### src/mfp_pkg.sv
// ----------------------------------------------------------------------------
// mfp_pkg
// Shared types and constants of the message frame parser.
// ----------------------------------------------------------------------------
package mfp_pkg;

  // result event codes
  localparam logic [3:0] EV_PAYLOAD   = 4'd0;
  localparam logic [3:0] EV_UNICAST   = 4'd1;
  localparam logic [3:0] EV_BROADCAST = 4'd2;
  localparam logic [3:0] EV_UNREACH   = 4'd3;
  localparam logic [3:0] EV_LIST      = 4'd4;
  localparam logic [3:0] EV_ABORT     = 4'd5;
  localparam logic [3:0] EV_ID        = 4'd6;
  localparam logic [3:0] EV_INVALID   = 4'd7;
  localparam logic [3:0] EV_MAXCONN   = 4'd8;
  localparam logic [3:0] EV_DEST      = 4'd9;
  localparam logic [3:0] EV_EMPTY     = 4'd10;

  // frame characters
  localparam logic [7:0] CH_START  = 8'h40;  // '@'
  localparam logic [7:0] CH_END    = 8'h2E;  // '.'
  localparam logic [7:0] CH_ZERO   = 8'h30;  // '0'
  localparam logic [7:0] CMD_ID    = 8'h61;  // 'a'
  localparam logic [7:0] CMD_INVAL = 8'h3F;  // '?'
  localparam logic [7:0] CMD_MAXC  = 8'h6D;  // 'm'
  localparam logic [7:0] CMD_DEST  = 8'h5D;  // ']'
  localparam logic [7:0] CMD_LIST  = 8'h7D;  // '}'
  localparam logic [7:0] CMD_UNI   = 8'h3E;  // '>'
  localparam logic [7:0] CMD_BCAST = 8'h2A;  // '*'
  localparam logic [7:0] CMD_UNRCH = 8'h78;  // 'x'

  localparam logic [13:0] MAX_LEN_RST = 14'd1000;

  // result queue
  localparam int unsigned RES_DEPTH = 4;
  localparam int unsigned RES_PTR_W = $clog2(RES_DEPTH);
  localparam int unsigned RES_CNT_W = $clog2(RES_DEPTH + 1);

  typedef struct packed {
    logic [3:0] event_res;
    logic [7:0] data;
    logic       online;
    logic       last;
  } res_t;

  typedef struct packed {
    logic [1:0] cnt;   // number of results pushed this cycle, 0..2
    res_t       res1;
    res_t       res0;
  } push_t;

endpackage

### src/mfp_res_fifo.sv
// ----------------------------------------------------------------------------
// mfp_res_fifo
// Result queue: takes up to two results per cycle, hands out one per beat.
// ----------------------------------------------------------------------------
module mfp_res_fifo (
  input  logic          clk_i,
  input  logic          rst_ni,
  input  mfp_pkg::push_t push_i,
  input  logic          pop_i,
  output mfp_pkg::res_t head_o,
  output logic          not_empty_o,
  output logic          room2_o
);

  mfp_pkg::res_t mem_q [mfp_pkg::RES_DEPTH];

  logic [mfp_pkg::RES_PTR_W-1:0] wr_ptr_q, wr_ptr_d, rd_ptr_q, rd_ptr_d;
  logic [mfp_pkg::RES_CNT_W-1:0] cnt_q, cnt_d;
  logic                          pop;

  assign not_empty_o = (cnt_q != '0);
  assign room2_o     = (cnt_q <= mfp_pkg::RES_CNT_W'(mfp_pkg::RES_DEPTH - 2));
  assign head_o      = mem_q[rd_ptr_q];
  assign pop         = pop_i && not_empty_o;

  always_comb begin
    wr_ptr_d = wr_ptr_q + mfp_pkg::RES_PTR_W'(push_i.cnt);
    rd_ptr_d = rd_ptr_q + mfp_pkg::RES_PTR_W'(pop);
    cnt_d    = cnt_q + mfp_pkg::RES_CNT_W'(push_i.cnt) - mfp_pkg::RES_CNT_W'(pop);
  end

  always_ff @(posedge clk_i or negedge rst_ni) begin
    if (!rst_ni) begin
      wr_ptr_q <= '0;
      rd_ptr_q <= '0;
      cnt_q    <= '0;
    end else begin
      wr_ptr_q <= wr_ptr_d;
      rd_ptr_q <= rd_ptr_d;
      cnt_q    <= cnt_d;
    end
  end

  always_ff @(posedge clk_i) begin
    if (push_i.cnt != 2'd0) begin
      mem_q[wr_ptr_q] <= push_i.res0;
    end
    if (push_i.cnt == 2'd2) begin
      mem_q[wr_ptr_q + mfp_pkg::RES_PTR_W'(1)] <= push_i.res1;
    end
  end

  a_cnt_bound: assert property (@(posedge clk_i) disable iff (!rst_ni)
    cnt_q <= mfp_pkg::RES_CNT_W'(mfp_pkg::RES_DEPTH))
    else $error("result queue overfilled");

  a_ptr_track: assert property (@(posedge clk_i) disable iff (!rst_ni)
    (wr_ptr_q - rd_ptr_q) == cnt_q[mfp_pkg::RES_PTR_W-1:0])
    else $error("result queue pointers out of step with count");

  a_push_room: assert property (@(posedge clk_i) disable iff (!rst_ni)
    (push_i.cnt != 2'd0) |-> room2_o)
    else $error("result pushed without room for two");

endmodule

### src/message_frame_parser.sv
// ----------------------------------------------------------------------------
// message_frame_parser
// Byte-serial deframer for short and long message frames.
// ----------------------------------------------------------------------------
// Takes one byte per cycle. Each byte is decoded against the frame state in
// the same cycle and its results go into a four-entry result queue that
// drains one result per beat. Most bytes give at most one result; the byte at
// frame position 9 of a long frame can give two (held payload byte plus the
// next one or the closing event), so the input stalls while fewer than two
// queue slots are free. Sustained rate: one byte per cycle as long as the
// output keeps up with one result per cycle.
module message_frame_parser (
  input  logic        clk_i,
  input  logic        rst_ni,
  input  logic        cfg_valid_i,
  output logic        cfg_ready_o,
  input  logic [13:0] cfg_data_i,     // max_length
  input  logic        s_axis_tvalid,
  output logic        s_axis_tready,
  input  logic [7:0]  s_axis_tdata,   // [7:0] data_byte
  input  logic        s_axis_tlast,   // chunk_end
  output logic        m_axis_tvalid,
  input  logic        m_axis_tready,
  output logic [15:0] m_axis_tdata,   // [7:0] data, [8] online, rest zero
  output logic [3:0]  m_axis_tuser,   // [3:0] event_res
  output logic        m_axis_tlast    // last
);

  logic [13:0]        max_len_q;
  logic [13:0]        pos_q, pos_d;
  logic               disc_q, disc_d;
  logic               start_ok_q, start_ok_d;
  logic [7:0]         cmd_q, cmd_d, hdr1_q, hdr1_d, hdr2_q, hdr2_d, held_q, held_d;
  logic signed [19:0] len_q, len_d;

  logic               accept;
  logic [7:0]         b;
  logic               ce;
  logic signed [8:0]  dig;
  logic signed [19:0] dig_w;
  logic               bad, done, known, len_bad, at_end;
  logic [1:0]         n;
  mfp_pkg::res_t      r [2];
  mfp_pkg::push_t     push;
  mfp_pkg::res_t      head;
  logic               room2, not_empty;

  assign cfg_ready_o   = 1'b1;
  assign s_axis_tready = room2;
  assign accept        = s_axis_tvalid && s_axis_tready;
  assign b             = s_axis_tdata;
  assign ce            = s_axis_tlast;
  assign dig           = $signed({b[7], b}) - 9'sd48;
  assign dig_w         = {{11{dig[8]}}, dig};
  assign len_bad       = (len_q < 20'sd1) || (len_q > $signed({6'd0, max_len_q}));
  assign at_end        = ({1'b0, pos_q} == (len_q[14:0] + 15'd8));

  always_comb begin
    known = 1'b0;
    if (cmd_q inside {mfp_pkg::CMD_UNI, mfp_pkg::CMD_BCAST, mfp_pkg::CMD_UNRCH,
                      mfp_pkg::CMD_LIST}) begin
      known = 1'b1;
    end
  end

  always_comb begin
    pos_d      = pos_q;
    disc_d     = disc_q;
    start_ok_d = start_ok_q;
    cmd_d      = cmd_q;
    hdr1_d     = hdr1_q;
    hdr2_d     = hdr2_q;
    held_d     = held_q;
    len_d      = len_q;
    bad        = 1'b0;
    done       = 1'b0;
    n          = 2'd0;
    r[0]       = '0;
    r[1]       = '0;

    if (disc_q) begin
      if (ce) begin
        disc_d = 1'b0;
        pos_d  = '0;
      end
    end else begin
      if (pos_q == 14'd0) begin
        start_ok_d = (b == mfp_pkg::CH_START);
      end else if (pos_q == 14'd1) begin
        cmd_d = b;
      end else if (pos_q == 14'd2) begin
        hdr1_d = b;
      end else if (pos_q == 14'd3) begin
        hdr2_d = b;
      end else if (pos_q == 14'd4) begin
        if (!start_ok_q) begin
          bad = 1'b1;
        end else if (b == mfp_pkg::CH_END) begin
          done = 1'b1;
          n    = 2'd1;
          case (cmd_q)
            mfp_pkg::CMD_ID:    r[0].event_res = mfp_pkg::EV_ID;
            mfp_pkg::CMD_INVAL: r[0].event_res = mfp_pkg::EV_INVALID;
            mfp_pkg::CMD_MAXC:  r[0].event_res = mfp_pkg::EV_MAXCONN;
            mfp_pkg::CMD_DEST:  r[0].event_res = mfp_pkg::EV_DEST;
            mfp_pkg::CMD_LIST:  r[0].event_res = mfp_pkg::EV_EMPTY;
            default:            n = 2'd0;
          endcase
          if (cmd_q == mfp_pkg::CMD_ID || cmd_q == mfp_pkg::CMD_DEST) begin
            r[0].data = hdr1_q;
          end
          if (cmd_q == mfp_pkg::CMD_DEST) begin
            r[0].online = (hdr1_q != mfp_pkg::CH_ZERO);
          end
        end else begin
          len_d = dig_w * 20'sd1000;
        end
      end else if (pos_q == 14'd5) begin
        len_d = len_q + dig_w * 20'sd100;
      end else if (pos_q == 14'd6) begin
        len_d = len_q + dig_w * 20'sd10;
      end else if (pos_q == 14'd7) begin
        len_d = len_q + dig_w;
      end else if (pos_q == 14'd8) begin
        held_d = b;
      end else begin
        if (pos_q == 14'd9) begin
          if (len_bad) begin
            bad = 1'b1;
          end else if (known) begin
            r[0].event_res = mfp_pkg::EV_PAYLOAD;
            r[0].data      = held_q;
            n              = 2'd1;
          end
        end
        if (!bad) begin
          if (at_end) begin
            if (b == mfp_pkg::CH_END) begin
              done = 1'b1;
              if (known) begin
                case (cmd_q)
                  mfp_pkg::CMD_UNI: begin
                    r[n[0]].event_res = mfp_pkg::EV_UNICAST;
                    r[n[0]].data      = hdr2_q;
                  end
                  mfp_pkg::CMD_BCAST: begin
                    r[n[0]].event_res = mfp_pkg::EV_BROADCAST;
                    r[n[0]].data      = hdr2_q;
                  end
                  mfp_pkg::CMD_UNRCH: begin
                    r[n[0]].event_res = mfp_pkg::EV_UNREACH;
                    r[n[0]].data      = hdr1_q;
                  end
                  default: r[n[0]].event_res = mfp_pkg::EV_LIST;
                endcase
                n = n + 2'd1;
              end
            end else begin
              bad = 1'b1;
              if (known) begin
                r[n[0]].event_res = mfp_pkg::EV_ABORT;
                n = n + 2'd1;
              end
            end
          end else if (known) begin
            r[n[0]].event_res = mfp_pkg::EV_PAYLOAD;
            r[n[0]].data      = b;
            n = n + 2'd1;
          end
        end
      end

      if (bad) begin
        pos_d  = '0;
        disc_d = !ce;
      end else if (done) begin
        pos_d = '0;
      end else begin
        pos_d = pos_q + 14'd1;
      end
    end

    if (n == 2'd1) begin
      r[0].last = 1'b1;
    end
    if (n == 2'd2) begin
      r[1].last = 1'b1;
    end
  end

  always_comb begin
    push.cnt  = accept ? n : 2'd0;
    push.res0 = r[0];
    push.res1 = r[1];
  end

  always_ff @(posedge clk_i or negedge rst_ni) begin
    if (!rst_ni) begin
      max_len_q  <= mfp_pkg::MAX_LEN_RST;
      pos_q      <= '0;
      disc_q     <= 1'b0;
      start_ok_q <= 1'b0;
    end else begin
      if (cfg_valid_i && cfg_ready_o) begin
        max_len_q <= cfg_data_i;
      end
      if (accept) begin
        pos_q      <= pos_d;
        disc_q     <= disc_d;
        start_ok_q <= start_ok_d;
      end
    end
  end

  always_ff @(posedge clk_i) begin
    if (accept) begin
      cmd_q  <= cmd_d;
      hdr1_q <= hdr1_d;
      hdr2_q <= hdr2_d;
      held_q <= held_d;
      len_q  <= len_d;
    end
  end

  mfp_res_fifo u_res_fifo (
    .clk_i       (clk_i),
    .rst_ni      (rst_ni),
    .push_i      (push),
    .pop_i       (m_axis_tready),
    .head_o      (head),
    .not_empty_o (not_empty),
    .room2_o     (room2)
  );

  assign m_axis_tvalid = not_empty;
  assign m_axis_tdata  = {7'd0, head.online, head.data};
  assign m_axis_tuser  = head.event_res;
  assign m_axis_tlast  = head.last;

  a_disc_silent: assert property (@(posedge clk_i) disable iff (!rst_ni)
    (accept && disc_q) |-> (push.cnt == 2'd0))
    else $error("result pushed while discarding");

  a_hdr_silent: assert property (@(posedge clk_i) disable iff (!rst_ni)
    (accept && !disc_q && pos_q != 14'd0 && pos_q < 14'd4) |-> (push.cnt == 2'd0))
    else $error("result pushed on a header byte");

  a_disc_exit: assert property (@(posedge clk_i) disable iff (!rst_ni)
    (accept && disc_q && s_axis_tlast) |=> (!disc_q && pos_q == 14'd0))
    else $error("discard did not end at chunk end");

  a_two_only_pos9: assert property (@(posedge clk_i) disable iff (!rst_ni)
    (push.cnt == 2'd2) |-> (pos_q == 14'd9))
    else $error("two results from a byte other than position 9");

endmodule
### config.mk
export PLATFORM = sky130hd
export DESIGN_NAME = message_frame_parser
export DESIGN_NICKNAME = d
export VERILOG_FILES = /design/src/mfp_pkg.sv /design/src/mfp_res_fifo.sv /design/src/message_frame_parser.sv
export SDC_FILE = /design/constraint.sdc
export NUM_CORES = 1
export LEC_CHECK = 0
export BUFFER_PORTS_ARGS = -buffer_cell sky130_fd_sc_hd__buf_4
export CAP_MARGIN = 25
export CORE_AREA = 2 2 282 200
export DETAILED_ROUTE_END_ITERATION = 8
export DIE_AREA = 0 0 284 202
export GPL_ROUTABILITY_DRIVEN = 0
export SLEW_MARGIN = 20
export SYNTH_ARGS = -nofsm -noshare
export SYNTH_HDL_FRONTEND = slang
export SYNTH_SLANG_ARGS = --single-unit
### constraint.sdc
create_clock -name clk_i -period 4.2 [get_ports clk_i]
set_clock_uncertainty 0.15 [all_clocks]
set_input_delay 0.21 -clock clk_i [delete_from_list [all_inputs] [get_ports clk_i]]
set_output_delay 0.21 -clock clk_i [all_outputs]
set_load 0.02 [all_outputs]
==> flow_summary.html <==
<table>
<tr><th>Metric</th><th>Value</th></tr>
<tr><th colspan="2">Layout</th></tr>
<tr><td>Number of nets in the final layout</td><td>1913</td></tr>
<tr><td>Top library cells by usage in the layout, fill and taps aside</td><td>sky130_fd_sc_hd__buf_4, sky130_fd_sc_hd__ha_1, sky130_fd_sc_hd__edfxtp_1</td></tr>
<tr><td># fillers</td><td>~5600</td></tr>
<tr><td>Layout overhead on the synthesized area</td><td>34.00%</td></tr>
<tr><td>Final instance area</td><td>18150 µm²</td></tr>
<tr><td>Most frequent standard cell in the layout excluding fill and tap cells</td><td>sky130_fd_sc_hd__buf_4</td></tr>
<tr><td>Fraction of final layout cells with drive strength greater than 1</td><td>0.2724</td></tr>
<tr><td>Diode count</td><td>0</td></tr>
<tr><th colspan="2">Global routing</th></tr>
<tr><td>Pin count of the biggest net entering global routing</td><td>38</td></tr>
<tr><td>First-pass GRT wire length</td><td>69230 µm</td></tr>
<tr><td>GRT Residual Overflow</td><td>0</td></tr>
<tr><td>Initial antenna violation count</td><td>0</td></tr>
<tr><td>Total Routing Usage GR</td><td>0.1537</td></tr>
<tr><td>Via count of the first global-routing pass</td><td>12140</td></tr>
<tr><th colspan="2">Critical path</th></tr>
<tr><td>Worst-path cell chain</td><td>buf_12, clkinvlp_4, ha_4, fa_1, ha_4, ha_4, inv_2, fa_2, inv_2, a21oi_2, o21bai_1, a21oi_1, nor2b_1, nor2_1, xnor2_1, ha_1, nor2b_4, o31ai_4, o311ai_4, a21o_1, a21o_1, a221oi_2, xnor2_1, a221oi_2</td></tr>
<tr><td>Worst path max stage delay</td><td>0.52 ns</td></tr>
<tr><td>Crit-path leading delay family</td><td>adder cells</td></tr>
<tr><td>Worst Setup Path Type</td><td>primary input to flip-flop</td></tr>
<tr><td>CP max stage cell</td><td>sky130_fd_sc_hd__fa_1</td></tr>
<tr><td>Most frequent CP cell</td><td>sky130_fd_sc_hd__ha_4</td></tr>
<tr><td>Largest fanout of any net on the critical path</td><td>3</td></tr>
<tr><td>Buffers &amp; Inverters on Critical Path</td><td>4</td></tr>
<tr><td>Critical path required time</td><td>around 4.3 ns</td></tr>
<tr><td>Worst endpoint data arrival time</td><td>between 4 and 5 ns</td></tr>
<tr><td>Capturing element type of the critical path</td><td>flip-flop</td></tr>
<tr><td>Startpoint types</td><td>primary input</td></tr>
<tr><th colspan="2">Placed design</th></tr>
<tr><td>Pre-CTS setup slack</td><td>-0.9117 ns</td></tr>
<tr><td>Area of placed instances</td><td>16600 µm²</td></tr>
<tr><td>Port Buf Inserts</td><td>43</td></tr>
<tr><td>DPL Wire Length</td><td>35120 µm</td></tr>
<tr><th colspan="2">STA</th></tr>
<tr><td>Final-report max-slew violation count</td><td>0</td></tr>
<tr><td>Final critical-path share of the clock period</td><td>1.065</td></tr>
<tr><td>Highest clock frequency the design can meet</td><td>223.6 MHz</td></tr>
<tr><td># setup viols final</td><td>4</td></tr>
<tr><td>Min setup slack post-route</td><td>-0.2729 ns</td></tr>
<tr><td>Pin slew with the least headroom to its limit</td><td>0.9389 ns</td></tr>
<tr><td>RSZ-0062 raised after global routing</td><td>yes</td></tr>
<tr><td>Final min period</td><td>approximately 4.5 ns</td></tr>
<tr><td>Headroom to the max-slew limit</td><td>0.3683</td></tr>
<tr><td>Hold violation count in the final report</td><td>0</td></tr>
<tr><th colspan="2">Synth</th></tr>
<tr><td>Number of different library cells in the post-synthesis netlist</td><td>89</td></tr>
<tr><td>Seq/Total Area, Yosys</td><td>0.3084</td></tr>
<tr><td>Number of synthesized flops with an enable pin</td><td>between 100 and 150</td></tr>
<tr><td>Primary flip-flop cell chosen by synthesis mapping</td><td>sky130_fd_sc_hd__edfxtp_1</td></tr>
<tr><td>Summed instance area of the synthesized netlist</td><td>13540 µm²</td></tr>
<tr><td>Async set-or-reset flop fraction in the synthesized netlist</td><td>0.2552</td></tr>
<tr><td>Mean cell area of the mapped netlist</td><td>~10 µm²</td></tr>
<tr><td>Flop and latch count out of synthesis</td><td>145</td></tr>
<tr><td>Cells after Synth</td><td>1395</td></tr>
<tr><td>Number of warnings issued by yosys</td><td>0</td></tr>
<tr><th colspan="2">Flow run</th></tr>
<tr><td>Total of max-cap violations</td><td>0</td></tr>
<tr><th colspan="2">Floorplanning</th></tr>
<tr><td>Std-Cell Rows</td><td>slightly above 70</td></tr>
<tr><td>Effective utilization at floorplan</td><td>0.2473</td></tr>
<tr><td>Die span in y</td><td>202 µm</td></tr>
<tr><td>DIE WIDTH</td><td>284 µm</td></tr>
<tr><td>Std-Cell Core Area</td><td>54770 µm²</td></tr>
<tr><td>I/O pins</td><td>52</td></tr>
<tr><td>Area of the die</td><td>57370 µm²</td></tr>
<tr><th colspan="2">Clock tree</th></tr>
<tr><td>Clk Tree Root Cell</td><td>sky130_fd_sc_hd__clkbuf_16</td></tr>
<tr><td>Clock-pin transition on the worst setup and hold timing paths</td><td>0.07 ns</td></tr>
<tr><td>H-tree Lvls</td><td>4</td></tr>
<tr><td>Worst-case clock buffer depth</td><td>2</td></tr>
<tr><td>CTS tree</td><td>built</td></tr>
<tr><td>Total CTS buffers</td><td>17</td></tr>
<tr><td>Later-pin clock latency in the skew report</td><td>0.44 ns</td></tr>
<tr><td>Number of clock sinks seen by CTS</td><td>145</td></tr>
<tr><th colspan="2">Drt</th></tr>
<tr><td>Count of vias placed by the detailed router</td><td>between 10000 and 15000</td></tr>
<tr><td>Length of the first detailed-routing pass in iterations</td><td>5</td></tr>
<tr><td>Final Routed Wirelength</td><td>44160 µm</td></tr>
<tr><td>Detailed router's first-iteration violation count</td><td>between 1000 and 1500</td></tr>
<tr><td>Mean number of vias per cell</td><td>5.000</td></tr>
<tr><td>DRC violations left</td><td>0</td></tr>
<tr><td>Final routed wire length divided by cell count</td><td>18.05 µm</td></tr>
<tr><td>Antenna-violating nets left</td><td>0</td></tr>
<tr><th colspan="2">Pwr</th></tr>
<tr><td>Leakage</td><td>7.723 nW</td></tr>
<tr><td>Tot Pwr</td><td>a little under 10 mW</td></tr>
<tr><td>IR drop worst, VDD</td><td>0.0006030 V</td></tr>
<tr><td>Power density over the cells</td><td>537.8 nW/µm²</td></tr>
<tr><th colspan="2">Outcome</th></tr>
<tr><td>Outcome</td><td>finished with violations</td></tr>
<tr><td>Failing checks</td><td>setup timing</td></tr>
<tr><th colspan="2">Worst hold path</th></tr>
<tr><td>Class of the most critical hold timing path</td><td>primary input to flip-flop</td></tr>
</table>
[tightest hold or removal path: stages]
cell and delay (ns):
sky130_fd_sc_hd__buf_4 0.19, sky130_fd_sc_hd__nand2_1 0.07, sky130_fd_sc_hd__o21ai_0 0.07
[timing repair]
action	in CTS	in global routing
setup buffers	19	2
pin swaps	53	37
resized for setup	47	55
hold buffers	29	0
endpoints found under the hold margin	53	0
setup endpoints to repair	9	12
[where the power goes]
group          internal [mW]  switching [mW]
Clock                  0.772           0.692
Sequential              1.67           0.143
Combinational           3.17            3.32
[logic make-up after synthesis]
logic type / after synthesis / share of synthesized area
AO/OA/AOI/OAI: 394 / 0.1925
XOR/XNOR: 100 / 0.06467
adder cells (fa/ha/maj): 191 / 0.1975
buffers and inverters: 142 / 0.04305
flip-flops: 145 / 0.3084
multiplexers: 40 / 0.04314
other: 2 / 0.0005545
AND/OR/NAND/NOR: 381 / 0.1502
[flip-flops by register name, indices dropped and copies added (netlist names)]
name                 cells
pos_q                   14
u_res_fifo.mem_q        56
len_q                   20
disc_q                   1
u_res_fifo.rd_ptr_q      2
hdr1_q                   8
u_res_fifo.wr_ptr_q      2
cmd_q                    8
u_res_fifo.cnt_q         3
held_q                   8
start_ok_q               1
hdr2_q                   8
max_len_q               14
[final cells by class]
class	instances	area [µm²]	share of cell area
clock inverters	15	122.6	0.006756
flip-flops and latches	145	4177	0.2301
multi-input cells	1114	9483	0.5225
repair buffers	322	2655	0.1463
clock buffers	17	425.4	0.02344
well taps	740	925.9	0.05101
inverters	94	361.6	0.01992
[routing by layer]
metal | GRT usage | part of all wire | vias up
met5 | 0 | 0 | -
met4 | 0.02613 | 0.0075 | 0
met3 | 0.02856 | 0.073 | 29
met2 | 0.2312 | 0.43 | 396
met1 | 0.2300 | 0.49 | 5993
li1 | - | - | 5818
[Yosys cell counts, types with 5 or more instances]
cell type / n / area share
sky130_fd_sc_hd__clkbuf_1: 31 / 0.0086
sky130_fd_sc_hd__o21bai_1: 10 / 0.0055
sky130_fd_sc_hd__nor3_1: 19 / 0.0070
sky130_fd_sc_hd__a211o_1: 5 / 0.0032
sky130_fd_sc_hd__mux4_2: 14 / 0.023
sky130_fd_sc_hd__a21o_1: 44 / 0.024
sky130_fd_sc_hd__and3_1: 30 / 0.014
sky130_fd_sc_hd__fa_1: 38 / 0.056
sky130_fd_sc_hd__o21ai_1: 21 / 0.0078
sky130_fd_sc_hd__and4_1: 8 / 0.0052
sky130_fd_sc_hd__a22o_1: 20 / 0.013
sky130_fd_sc_hd__mux2i_1: 22 / 0.016
sky130_fd_sc_hd__nand4_1: 18 / 0.0083
sky130_fd_sc_hd__or3_1: 13 / 0.0060
sky130_fd_sc_hd__a211oi_1: 21 / 0.012
sky130_fd_sc_hd__a32oi_1: 6 / 0.0039
sky130_fd_sc_hd__and2_1: 12 / 0.0055
sky130_fd_sc_hd__o22ai_1: 6 / 0.0028
sky130_fd_sc_hd__nand3_1: 25 / 0.0092
sky130_fd_sc_hd__o31ai_1: 12 / 0.0067
sky130_fd_sc_hd__a41oi_1: 5 / 0.0032
sky130_fd_sc_hd__o21ai_0: 77 / 0.028
sky130_fd_sc_hd__inv_1: 91 / 0.025
sky130_fd_sc_hd__nor2b_1: 15 / 0.0069
sky130_fd_sc_hd__nor2_1: 79 / 0.022
sky130_fd_sc_hd__a31oi_1: 11 / 0.0051
sky130_fd_sc_hd__buf_4: 11 / 0.0061
sky130_fd_sc_hd__nand3b_1: 5 / 0.0028
sky130_fd_sc_hd__o21a_1: 10 / 0.0055
sky130_fd_sc_hd__a21oi_1: 92 / 0.034
sky130_fd_sc_hd__nor4_1: 16 / 0.0074
sky130_fd_sc_hd__ha_1: 153 / 0.14
sky130_fd_sc_hd__o211ai_1: 6 / 0.0033
sky130_fd_sc_hd__dfstp_2: 6 / 0.012
sky130_fd_sc_hd__dfrtp_1: 31 / 0.057
sky130_fd_sc_hd__a2111oi_0: 5 / 0.0032
sky130_fd_sc_hd__a221oi_1: 5 / 0.0032
sky130_fd_sc_hd__nand2_1: 102 / 0.028
sky130_fd_sc_hd__xnor2_1: 60 / 0.039
sky130_fd_sc_hd__xor2_1: 40 / 0.026
sky130_fd_sc_hd__a22oi_1: 6 / 0.0033
sky130_fd_sc_hd__edfxtp_1: 108 / 0.24
sky130_fd_sc_hd__nor3b_1: 9 / 0.0050
[path summary, 6_finish.rpt]
path / to / cells after the start / slack [ns] / startpoint
max in group asynchronous: u_res_fifo.cnt_q[0] / 2 / 3.38 / rst_ni
min in group asynchronous: max_len_q[4] / 2 / 0.15 / rst_ni
max reg2reg: u_res_fifo.cnt_q[2] / 14 / 0.19 / max_len_q[9]
min reg2reg: u_res_fifo.cnt_q[2] / 1 / 0.35 / u_res_fifo.cnt_q[2]
min: max_len_q[2] / 3 / 0.007 / cfg_valid_i
max: len_q[19] / 24 / -0.27 / s_axis_tdata[4]
[per-stage QoR]
| stage | hold slack (ns) | util | TNS, ns | std cells |
|---|---|---|---|---|
| 2_1_floorplan | -0.2356 | - | -1.702 | 1401 |
| 3_3_place_gp | 0.05868 | 0.3031 | -5.408 | 2364 |
| 3_5_place_dp | 0.06479 | 0.3031 | -6.089 | 2364 |
| 4_1_cts | 0.004515 | 0.3253 | -0.8773 | 2444 |
| 5_1_grt | 0.02890 | 0.3314 | -1.452 | 2447 |
| 6_report | 0.006533 | 0.3314 | -0.6265 | 2447 |
Power figures use the tool's default switching activity.
